--- config.mk ---
export PLATFORM = sky130hd
export DESIGN_NAME = bank_switched_address_decoder_flat
export DESIGN_NICKNAME = d
export VERILOG_FILES = /design/src/hdl/bsad_pkg.sv /design/src/hdl/bsad_req_if.sv /design/src/hdl/bsad_res_if.sv /design/src/hdl/bsad_io_decode.sv /design/src/hdl/bank_switched_address_decoder.sv /design/src/flat_wrapper.sv
export SDC_FILE = /design/constraint.sdc
export NUM_CORES = 1
export LEC_CHECK = 0
export ABC_AREA = 1
export CAP_MARGIN = 0
export CORE_UTILIZATION = 25
export DETAILED_ROUTE_END_ITERATION = 7
export DONT_BUFFER_PORTS = 1
export PLACE_DENSITY_LB_ADDON = 0.08
export SLEW_MARGIN = 0
export SYNTH_ARGS = -nofsm -noshare
export SYNTH_HDL_FRONTEND = slang
export SYNTH_SLANG_ARGS = --single-unit
--- constraint.sdc ---
create_clock -name clk -period 3.05 [get_ports clk]
set_input_delay 0.4575 -clock clk [delete_from_list [all_inputs] [get_ports clk]]
set_output_delay 0.4575 -clock clk [all_outputs]
set_load 0.05 [all_outputs]
--- src/hdl/bsad_pkg.sv ---
// Shared types and constants of the bank switched address decoder.
// Depends on nothing; bsad_io_decode and the top level import it.
`default_nettype none

package bsad_pkg;

	// Bus access kinds.
	localparam logic [1:0] KIND_MEM_RD = 2'd0;
	localparam logic [1:0] KIND_MEM_WR = 2'd1;
	localparam logic [1:0] KIND_IO_RD  = 2'd2;
	localparam logic [1:0] KIND_IO_WR  = 2'd3;

	// Target codes.
	localparam logic [2:0] TGT_LOWROM  = 3'd0;
	localparam logic [2:0] TGT_CHARROM = 3'd1;
	localparam logic [2:0] TGT_DRAM    = 3'd2;
	localparam logic [2:0] TGT_VRAM    = 3'd3;
	localparam logic [2:0] TGT_HIGHROM = 3'd4;
	localparam logic [2:0] TGT_IO      = 3'd5;

	// I/O device codes.
	localparam logic [3:0] DEV_SERIAL  = 4'd0;
	localparam logic [3:0] DEV_CRT     = 4'd1;
	localparam logic [3:0] DEV_PPI     = 4'd2;
	localparam logic [3:0] DEV_CTC     = 4'd3;
	localparam logic [3:0] DEV_FDC     = 4'd4;
	localparam logic [3:0] DEV_BANK    = 4'd5;
	localparam logic [3:0] DEV_JOY     = 4'd6;
	localparam logic [3:0] DEV_PALETTE = 4'd7;
	localparam logic [3:0] DEV_PSG     = 4'd8;
	localparam logic [3:0] DEV_QDC     = 4'd9;
	localparam logic [3:0] DEV_PIO     = 4'd10;
	localparam logic [3:0] DEV_NONE    = 4'd11;

	// I/O port bases.
	localparam logic [7:0] PORT_SERIAL    = 8'hB0;
	localparam logic [7:0] PORT_CRT       = 8'hCC;
	localparam logic [7:0] PORT_PPI       = 8'hD0;
	localparam logic [7:0] PORT_CTC       = 8'hD4;
	localparam logic [7:0] PORT_FDC       = 8'hD8;
	localparam logic [7:0] PORT_FDC_LAST  = 8'hDF;
	localparam logic [7:0] PORT_BANK_LAST = 8'hE6;
	localparam logic [7:0] PORT_JOY       = 8'hF0;
	localparam logic [7:0] PORT_JOY_LAST  = 8'hF1;
	localparam logic [7:0] PORT_PSG       = 8'hF2;
	localparam logic [7:0] PORT_QDC       = 8'hF4;
	localparam logic [7:0] PORT_PIO       = 8'hFC;

	// Bank switching ports.
	localparam logic [7:0] PORT_BANK_0 = 8'hE0;
	localparam logic [7:0] PORT_BANK_1 = 8'hE1;
	localparam logic [7:0] PORT_BANK_2 = 8'hE2;
	localparam logic [7:0] PORT_BANK_3 = 8'hE3;
	localparam logic [7:0] PORT_BANK_4 = 8'hE4;

	// Memory map boundaries.
	localparam logic [15:0] ADDR_VRAM_MASK = 16'hC000;
	localparam logic [15:0] ADDR_VRAM      = 16'h8000;
	localparam logic [15:0] ADDR_HIGHROM   = 16'hE000;

	// Result of decoding one I/O port.
	typedef struct packed {
		logic [3:0] dev;
		logic [7:0] offset;
	} io_dec_t;

	// Bank flags.
	typedef struct packed {
		logic low_is_dram;
		logic char_is_dram;
		logic video_mapped;
		logic high_is_dram;
	} bank_t;

	localparam bank_t BANK_RESET = '{low_is_dram: 1'b0, char_is_dram: 1'b0,
		video_mapped: 1'b1, high_is_dram: 1'b0};

endpackage

`default_nettype wire

--- src/hdl/bsad_req_if.sv ---
// Valid/ready channel that carries one CPU bus access.
// Depends on nothing but the language.
`default_nettype none

interface bsad_req_if;
	logic        valid;
	logic        ready;
	logic [1:0]  kind;
	logic [15:0] address;

	modport source (output valid, output kind, output address, input ready);
	modport sink   (input valid, input kind, input address, output ready);
endinterface

`default_nettype wire

--- src/hdl/bsad_res_if.sv ---
// Valid/ready channel that carries one decoded access.
// Depends on nothing but the language.
`default_nettype none

interface bsad_res_if;
	logic        valid;
	logic        ready;
	logic [2:0]  target;
	logic [15:0] local_address;
	logic        write_blocked;
	logic [3:0]  io_device;

	modport source (output valid, output target, output local_address,
		output write_blocked, output io_device, input ready);
	modport sink   (input valid, input target, input local_address,
		input write_blocked, input io_device, output ready);
endinterface

`default_nettype wire

--- src/hdl/bsad_io_decode.sv ---
// I/O port decoder: maps the low address byte to a device and a port offset.
// Depends on bsad_pkg.
`default_nettype none

module bsad_io_decode (
	input  wire logic            is_write,
	input  wire logic [7:0]      port,
	output bsad_pkg::io_dec_t    dec
);
	import bsad_pkg::*;

	logic [3:0] dev;
	logic [7:0] base;

	// Priority order matters: the joystick and palette share a port.
	always_comb begin
		dev  = DEV_NONE;
		base = 8'h00;
		if (port >= PORT_SERIAL && port <= PORT_SERIAL + 8'd3) begin
			dev  = DEV_SERIAL;
			base = PORT_SERIAL;
		end else if (port >= PORT_CRT && port <= PORT_CRT + 8'd3) begin
			dev  = DEV_CRT;
			base = PORT_CRT;
		end else if (port >= PORT_PPI && port <= PORT_PPI + 8'd3) begin
			dev  = DEV_PPI;
			base = PORT_PPI;
		end else if (port >= PORT_CTC && port <= PORT_CTC + 8'd3) begin
			dev  = DEV_CTC;
			base = PORT_CTC;
		end else if (port >= PORT_FDC && port <= PORT_FDC_LAST) begin
			dev  = DEV_FDC;
			base = PORT_FDC;
		end else if (port >= PORT_BANK_0 && port <= PORT_BANK_LAST) begin
			dev  = DEV_BANK;
			base = PORT_BANK_0;
		end else if (!is_write && (port == PORT_JOY || port == PORT_JOY_LAST)) begin
			dev  = DEV_JOY;
			base = PORT_JOY;
		end else if (is_write && port == PORT_JOY) begin
			dev  = DEV_PALETTE;
			base = PORT_JOY;
		end else if (port == PORT_PSG) begin
			dev  = DEV_PSG;
			base = PORT_PSG;
		end else if (port >= PORT_QDC && port <= PORT_QDC + 8'd3) begin
			dev  = DEV_QDC;
			base = PORT_QDC;
		end else if (port >= PORT_PIO) begin
			dev  = DEV_PIO;
			base = PORT_PIO;
		end
	end

	// An unmapped port has a base of zero, so its offset is the port itself.
	assign dec.dev    = dev;
	assign dec.offset = port - base;

endmodule

`default_nettype wire

--- src/hdl/bank_switched_address_decoder.sv ---
// Top level of the bank switched address decoder: bank flags, memory decode
// and the result register with its skid stage. Depends on bsad_pkg,
// bsad_req_if, bsad_res_if and bsad_io_decode.
`default_nettype none

// The decoder takes one CPU bus access per clock on req while req.ready is
// high and registers each decoded access for res, parking it in the
// skid register while res stalls. A memory access is steered to
// low ROM, character ROM, DRAM, video RAM or high ROM according to four bank
// flags; a write that lands on any ROM, the character ROM included, is
// flagged as blocked. An I/O access is decoded on the low address byte to a
// device code and an offset from the device's base port, and ports 0xE0 to
// 0xE4 switch the bank flags at the edge where the transfer is taken, so the
// very next access already sees the new mapping. After reset the low ROM,
// character ROM, video RAM and high ROM are all mapped in. The result
// register is backed by a one-entry skid register, so req stays ready while a
// finished result waits on res; req only stalls once both hold a result.
module bank_switched_address_decoder (
	input  wire logic  clk,
	input  wire logic  arst_n,
	bsad_req_if.sink   req,
	bsad_res_if.source res
);
	import bsad_pkg::*;

	typedef struct packed {
		logic [2:0]  target;
		logic [15:0] local_address;
		logic        write_blocked;
		logic [3:0]  io_device;
	} res_t;

	bank_t   bank_q;
	res_t    out_q;
	res_t    skid_q;
	logic    out_valid_q;
	logic    skid_valid_q;
	res_t    res_d;
	io_dec_t io_dec;
	logic    in_xfer;
	logic    out_xfer;
	logic    is_io;
	logic    is_write;
	logic [7:0] port;

	assign is_io    = req.kind[1];
	assign is_write = req.kind[0];
	assign port     = req.address[7:0];

	// Ready only depends on the skid register, never on res.ready.
	assign req.ready = !skid_valid_q;
	assign in_xfer   = req.valid && req.ready;
	assign out_xfer  = out_valid_q && res.ready;

	bsad_io_decode u_io_decode (
		.is_write (is_write),
		.port     (port),
		.dec      (io_dec)
	);

	// Decode of the current access against the bank flags as they stand
	// before this transfer.
	always_comb begin
		res_d.target        = TGT_DRAM;
		res_d.local_address = req.address;
		res_d.write_blocked = 1'b0;
		res_d.io_device     = DEV_NONE;
		if (is_io) begin
			res_d.target        = TGT_IO;
			res_d.local_address = {8'h00, io_dec.offset};
			res_d.io_device     = io_dec.dev;
		end else begin
			if (req.address[15:12] == 4'h0) begin
				if (!bank_q.low_is_dram) begin
					res_d.target = TGT_LOWROM;
				end
			end else if (req.address[15:12] == 4'h1) begin
				if (!bank_q.char_is_dram) begin
					res_d.target        = TGT_CHARROM;
					res_d.local_address = {4'h0, req.address[11:0]};
				end
			end else if ((req.address & ADDR_VRAM_MASK) == ADDR_VRAM) begin
				if (bank_q.video_mapped) begin
					res_d.target        = TGT_VRAM;
					res_d.local_address = {2'b00, req.address[13:0]};
				end
			end else if (req.address >= ADDR_HIGHROM) begin
				if (!bank_q.high_is_dram) begin
					res_d.target        = TGT_HIGHROM;
					res_d.local_address = {3'b000, req.address[12:0]};
				end
			end
			// All ROMs are read-only, the character ROM too.
			res_d.write_blocked = is_write && (res_d.target == TGT_LOWROM ||
				res_d.target == TGT_CHARROM || res_d.target == TGT_HIGHROM);
		end
	end

	// Bank switching. Reads and writes of the same port act differently;
	// the prohibit and return ports change nothing.
	always_ff @(posedge clk or negedge arst_n) begin
		if (!arst_n) begin
			bank_q <= BANK_RESET;
		end else if (in_xfer && is_io) begin
			if (!is_write) begin
				unique case (port)
					PORT_BANK_0: begin
						bank_q.char_is_dram <= 1'b0;
						bank_q.video_mapped <= 1'b1;
					end
					PORT_BANK_1: begin
						bank_q.char_is_dram <= 1'b1;
						bank_q.video_mapped <= 1'b0;
					end
					default: begin
					end
				endcase
			end else begin
				unique case (port)
					PORT_BANK_0: begin
						bank_q.low_is_dram  <= 1'b1;
						bank_q.char_is_dram <= 1'b1;
					end
					PORT_BANK_1: bank_q.high_is_dram <= 1'b1;
					PORT_BANK_2: bank_q.low_is_dram  <= 1'b0;
					PORT_BANK_3: bank_q.high_is_dram <= 1'b0;
					PORT_BANK_4: bank_q <= BANK_RESET;
					default: begin
					end
				endcase
			end
		end
	end

	// Result register and skid register. A result parked in the skid
	// register always moves to the result register before new ones arrive,
	// which keeps the order of results.
	always_ff @(posedge clk or negedge arst_n) begin
		if (!arst_n) begin
			out_valid_q  <= 1'b0;
			skid_valid_q <= 1'b0;
		end else if (skid_valid_q) begin
			if (out_xfer) begin
				skid_valid_q <= 1'b0;
			end
		end else if (in_xfer) begin
			if (!out_valid_q || out_xfer) begin
				out_valid_q <= 1'b1;
			end else begin
				skid_valid_q <= 1'b1;
			end
		end else if (out_xfer) begin
			out_valid_q <= 1'b0;
		end
	end

	always_ff @(posedge clk) begin
		if (skid_valid_q) begin
			if (out_xfer) begin
				out_q <= skid_q;
			end
		end else if (in_xfer) begin
			if (!out_valid_q || out_xfer) begin
				out_q <= res_d;
			end else begin
				skid_q <= res_d;
			end
		end
	end

	assign res.valid         = out_valid_q;
	assign res.target        = out_q.target;
	assign res.local_address = out_q.local_address;
	assign res.write_blocked = out_q.write_blocked;
	assign res.io_device     = out_q.io_device;

`ifndef NO_ASSERTIONS
	// The skid register is only filled behind a waiting result.
	a_skid_behind_out: assert property (@(posedge clk) disable iff (!arst_n)
		skid_valid_q |-> out_valid_q)
		else $error("skid register holds a result while the result register is empty");

	// Bank flags move only on an I/O transfer.
	a_bank_stable: assert property (@(posedge clk) disable iff (!arst_n)
		!(in_xfer && is_io) |=> $stable(bank_q))
		else $error("bank flags changed without an I/O transfer");

	// A write to the all-ROM port restores the start-up mapping.
	a_bank_restore: assert property (@(posedge clk) disable iff (!arst_n)
		(in_xfer && req.kind == KIND_IO_WR && port == PORT_BANK_4)
		|=> bank_q == BANK_RESET)
		else $error("all-ROM port did not restore the start-up mapping");

	// Only a ROM target can block a write.
	a_blocked_rom: assert property (@(posedge clk) disable iff (!arst_n)
		(res.valid && res.write_blocked) |-> (res.target == TGT_LOWROM ||
		res.target == TGT_CHARROM || res.target == TGT_HIGHROM))
		else $error("write blocked on a target that is not a ROM");

	// Memory results carry no device.
	a_mem_no_dev: assert property (@(posedge clk) disable iff (!arst_n)
		(res.valid && res.target != TGT_IO) |-> res.io_device == DEV_NONE)
		else $error("memory result carries an I/O device code");
`endif

endmodule

`default_nettype wire
--- src/flat_wrapper.sv ---
// flat-port wrapper written by rule: the top's interface ports become plain ports
module bank_switched_address_decoder_flat import bsad_pkg::*;
  (clk, arst_n, req_valid, req_kind, req_address, req_ready, res_valid, res_target, res_local_address, res_write_blocked, res_io_device, res_ready);
  bsad_req_if req_i ();
  bsad_res_if res_i ();
  input  wire logic clk;
  input  wire logic arst_n;
  input wire logic [$bits(req_i.valid)-1:0] req_valid;
  input wire logic [$bits(req_i.kind)-1:0] req_kind;
  input wire logic [$bits(req_i.address)-1:0] req_address;
  output wire logic [$bits(req_i.ready)-1:0] req_ready;
  output wire logic [$bits(res_i.valid)-1:0] res_valid;
  output wire logic [$bits(res_i.target)-1:0] res_target;
  output wire logic [$bits(res_i.local_address)-1:0] res_local_address;
  output wire logic [$bits(res_i.write_blocked)-1:0] res_write_blocked;
  output wire logic [$bits(res_i.io_device)-1:0] res_io_device;
  input wire logic [$bits(res_i.ready)-1:0] res_ready;
  assign req_i.valid = req_valid;
  assign req_i.kind = req_kind;
  assign req_i.address = req_address;
  assign req_ready = req_i.ready;
  assign res_valid = res_i.valid;
  assign res_target = res_i.target;
  assign res_local_address = res_i.local_address;
  assign res_write_blocked = res_i.write_blocked;
  assign res_io_device = res_i.io_device;
  assign res_i.ready = res_ready;
  bank_switched_address_decoder u_core (.clk(clk), .arst_n(arst_n), .req(req_i), .res(res_i));
endmodule
# Word level (Yosys, flattened, before mapping)
# Index checks and enable logic that the tools add are counted.
# Widths: inputs -> output; s select.
op_classes:
  n_reduce_logical: 37
  magnitude_cmp: 16
  addsub: 1
  n_mux: 52
  bitwise_logic: 2
  eq_ne: 16
ops:
  columns: ["operator", "count"]
  rows:
  - ["$mux 24", 4]
  - ["$mux 19", 5]
  - ["$mux 8", 11]
  - ["$eq 8x8->1 const B", 8]
  - ["$ge 8x8->1 const B", 8]
  - ["$le 8x8->1 const B", 7]
  - ["$mux 4", 9]
  - ["$reduce_and 3->1", 7]
  - ["$mux 18", 1]
  - ["$mux 17", 1]
  - ["$ge 16x16->1 const B", 1]
  - ["$mux 16", 1]
  - ["$logic_and 1x1->1", 13]
  - ["$mux 1", 10]
  - ["$reduce_bool 2->1", 5]
  - ["$mux 2", 4]
  - ["$sub 8x8->8", 1]
  - ["$mux 3", 2]
  - ["$pmux 1 s2", 3]
  - ["$eq 4x1->1 const B", 1]
  - ["$logic_not 4->1", 1]
  - ["$logic_or 1x1->1", 4]
  - ["$ne 2x2->1 const B", 2]
  - ["$pmux 2 s2", 1]
  - ["other kinds (10)", 14]
word_totals:
  register_bits: 54
  input_bits: 22
  elab_cells: 138
  out_inout_bits: 26

# Longest topological paths before layout
depth:
  word_depth: 17
  depth_mapped: 21
  mapped_depth_nobuf: 21

# By module
# A second synthesis with hierarchy kept.
hier_totals:
  cells_unflattened: 351
  area_unflattened_um2: 3029.2
by_module_without_submodules:
  columns: ["module", "seq_area_each_um2", "instances", "area_per_inst_um2", "cells_each"]
  rows:
  - ["bank_switched_address_decoder", 1592.8, 1, 2421.1, 245]
  - ["bsad_io_decode", 0.0, 1, 608.1, 106]

# Worst setup path before layout
# OpenSTA, ideal clock, no wires.
synth_timing:
  path_kind: "in2reg"
  from: "input port req_address[6]"
  to: "register u_core.out_q (netlist bit u_core.res.local_address[7]), data pin"
  setup_ns: 0.252
  t_arrival_ns: 2.183
  setup_slack_ns: 0.614
  t_required_ns: 2.798
  stages: 21
  path_buffers: 0
  cell_sequence: "nand2_2 -> inv_1 -> nand4_1 -> inv_2 -> nor3_1 -> inv_1 -> fa_1 -> inv_1 -> nand3_1 -> nand2_1 -> nand2_1 -> nand2_1 -> nand2_1 -> nand2_1 -> inv_1 -> nand2_1 -> nand2_1 -> nand2_1 -> nand2_2 -> nand2_1 -> nand2_1"
synth_rtl:
  columns: ["item", "line", "text"]
  rows:
  - ["start, declared", "flat_wrapper.sv:10", "input wire logic [$bits(req_i.address)-1:0] req_address;"]
  - ["end signal, assigned", "bank_switched_address_decoder.sv:160", "out_q <= skid_q;"]
  - ["end signal, assigned", "bank_switched_address_decoder.sv:164", "out_q <= res_d;"]
  - ["end, declared", "bank_switched_address_decoder.sv:34", "res_t out_q;"]

==> impl_metrics.json <==
{
  "h-tree-depth": 2,
  "r2r_cells": 5,
  "switchingPower_mw": 1.17,
  "cp_data_required_time_ns": 3.10,
  "hpwl_mm": 5.01,
  "clkLatencyLatePin_ns": 0.29,
  "fmax_mhz": 411,
  "die_w_um": 109,
  "io_buffers": 0,
  "fin_cells": 456,
  "yosys.area.top_type": "edfxtp_1",
  "worstPathArrival_ns": 2.49,
  "antenna_found_initial": 0,
  "synth_seq_cells": 54,
  "status": "finished clean",
  "finalInstanceArea_sq_mm": 0.00321,
  "drt-total-wl_mm": 6.83,
  "synth-async-reset-ratio_pct": 11.1,
  "cts_made_buffers": 5,
  "whs_path_depth": 0,
  "fin_util_pct": 29.2,
  "grt_usage_pct": 12.5,
  "initial_core_util_pct": 26.1,
  "area_growth_syn_to_layout_pct": 12.1,
  "n_antenna_cell": 0,
  "layout_commonest_cell": "nand2_1",
  "criticalPathCategory": "in -> reg",
  "final_nets": 345,
  "cts_root_buf": "clkbuf_16",
  "hold_viol": 0,
  "tightest_slew_ns": 0.494,
  "dr.pass1.iters": 4,
  "layout-drive-gt1-share_pct": 12.3,
  "grt_pass1_vias": 1960,
  "p_int_mw": 1.63,
  "cts_sinks": 54,
  "routabilityCongestion": 0.812,
  "total_power_mw": 2.80,
  "syn_area_sq_mm": 0.00287,
  "period_share_pct": 79.7,
  "die-area_sq_mm": 0.0119,
  "cp_max_fo": 4,
  "critPathLaunchType": "primary input",
  "ir_drop_v": 0.000314,
  "drc": 0,
  "syn_avg_cell_area_sq_um": 9.18,
  "p_clk_share_pct": 22.8,
  "mostFrequentLayoutCells": "95 x nand2_1, 48 x edfxtp_1, 35 x inv_1, 23 x nor2_1, 11 x a21oi_1",
  "fillCellCount": 1142,
  "period_needed_ns": 2.43,
  "cts_tree": "done",
  "power.share.combinational_pct": 19.6,
  "ys_seq_area_share_pct": 55.6,
  "p_seq_share_pct": 57.6,
  "dp_cells": 448,
  "cts_buffer_depth": 2,
  "p_leak_nw": 1.39,
  "fp-row-count": 38,
  "post_cts_buffers": 0,
  "drt_iter0_drc": 123,
  "worst_hold_slack_ns": 0.258,
  "swShare_pct": 41.8,
  "skew_ns": 0.00399,
  "synth-main-ff-cell": "edfxtp_1",
  "hold_class": "in -> reg",
  "drv_cap": 0,
  "dp_slack_ns": 0.303,
  "synthCells": 312,
  "grt_max_degree": 26,
  "synth.top_cell.area_share_pct": 50.3,
  "postPlaceCellArea_sq_mm": 0.00304,
  "wl_per_cell_um": 15.0,
  "setup_slack_ns": 0.618,
  "synthTopCellsByArea": "edfxtp_1 50%, nand2_1 12%, inv_1 4.6%, dfrtp_1 4.4%, nor2_1 3.3%",
  "ios": 48,
  "finalSetupViolations": 0,
  "rsz0062_at_grt": "no",
  "synth_cell_type_count": 40,
  "fp.dieH_um": 109,
  "slew-limit-headroom_pct": 67.1,
  "grt_pass1_wl_mm": 11.0,
  "core_sq_mm": 0.0110,
  "ys_warn_count": 0,
  "clk_pin_slew_worst_paths_ns": 0.07,
  "vias": 2001,
  "endpoint_kind": "flop",
  "synth-edff-count": 48,
  "ant_nets": 0,
  "viasPerCell": 4.39,
  "grt-ovfl-total": 0,
  "power.density_mw_per_mm2": 871,
  "tns_ns": 0,
  "maxSlewViolCount": 0,
  "mappedNetlistNets": 341
}
## state kept, by name, indices dropped and copies added, names as in the netlist
register and flops:
u_core.res.target 3, u_core.res.valid 1, u_core.skid_q 24, u_core.res.io_device 4
u_core.skid_valid_q 1, u_core.bank_q 4, u_core.res.local_address 16, u_core.res.write_blocked 1
## power by group through the flow
stage,logic [mW],registers (mW),clock network [mW]
floorplan,0.413,1.61,0
global placement,0.571,1.63,0
detailed placement,0.570,1.63,0
CTS,0.576,1.62,0.660
global route,0.645,1.63,0.686
finish,0.549,1.61,0.638
## final cells by class
class | count | area, sq um | area share [%]
inverters | 42 | 158 | 4.91
clock buffers | 5 | 125 | 3.90
flip-flops and latches | 54 | 1590 | 49.6
clock inverters | 2 | 33.8 | 1.05
well taps | 140 | 175 | 5.45
multi-input cells | 208 | 1070 | 33.5
repair buffers | 5 | 52.6 | 1.64
## timing repair
item | 4_1_cts | 5_1_grt
setup endpoints to repair | 0 | 0
hold endpoints to repair | 6 | 0
gates resized for setup | 0 | 0
hold buffers | 1 | 0
## final timing paths
kind	start	to	slack, ns
max	req_address[6]	u_core.res.local_address[7]	0.62
min	req_address[0]	u_core.skid_q[5]	0.26
max reg2reg	u_core.res.valid	u_core.skid_q[2]	1.16
min reg2reg	u_core.bank_q[1]	u_core.bank_q[1]	0.52
max in group asynchronous	arst_n	u_core.bank_q[1]	2.27
min in group asynchronous	arst_n	u_core.res.valid	0.49
## cells by family after synthesis
kind of cell	share of synthesized area, %
AND/OR/NAND/NOR	25.9
flip-flops	55.6
buffers and inverters	7.07
AO/OA/AOI/OAI	7.82
adder cells (fa/ha/maj)	3.32
XOR/XNOR	0.306
## critical path: stages
cell and delay [ns]:
nand2_2 0.11, inv_1 0.10, nand4_1 0.13, inv_2 0.08, nor3_1 0.24, inv_1 0.10, fa_1 0.40, inv_1 0.10
nand3_1 0.08, nand2_1 0.09, nand2_1 0.07, nand2_1 0.06, nand2_1 0.04, nand2_1 0.07, inv_1 0.04, nand2_1 0.05
nand2_1 0.04, nand2_1 0.06, nand2_2 0.05, nand2_1 0.05, nand2_1 0.05
## routing by layer
layer	share of wire, %	GRT usage (%)
met1	51	17.1
met2	43	18.5
met3	4.3	3.23
met4	2.3	5.50
met5	0	0
## synthesized netlist by cell type, types with 6 or more instances
cell type,count
nand2_1,95
edfxtp_1,48
inv_1,35
nor2_1,25
a21oi_1,11
o21ai_0,10
nand3_1,9
inv_2,7
ha_1,6
nand4_1,6
nor3_1,6
Note: power is estimated with default switching activity, not from simulation.
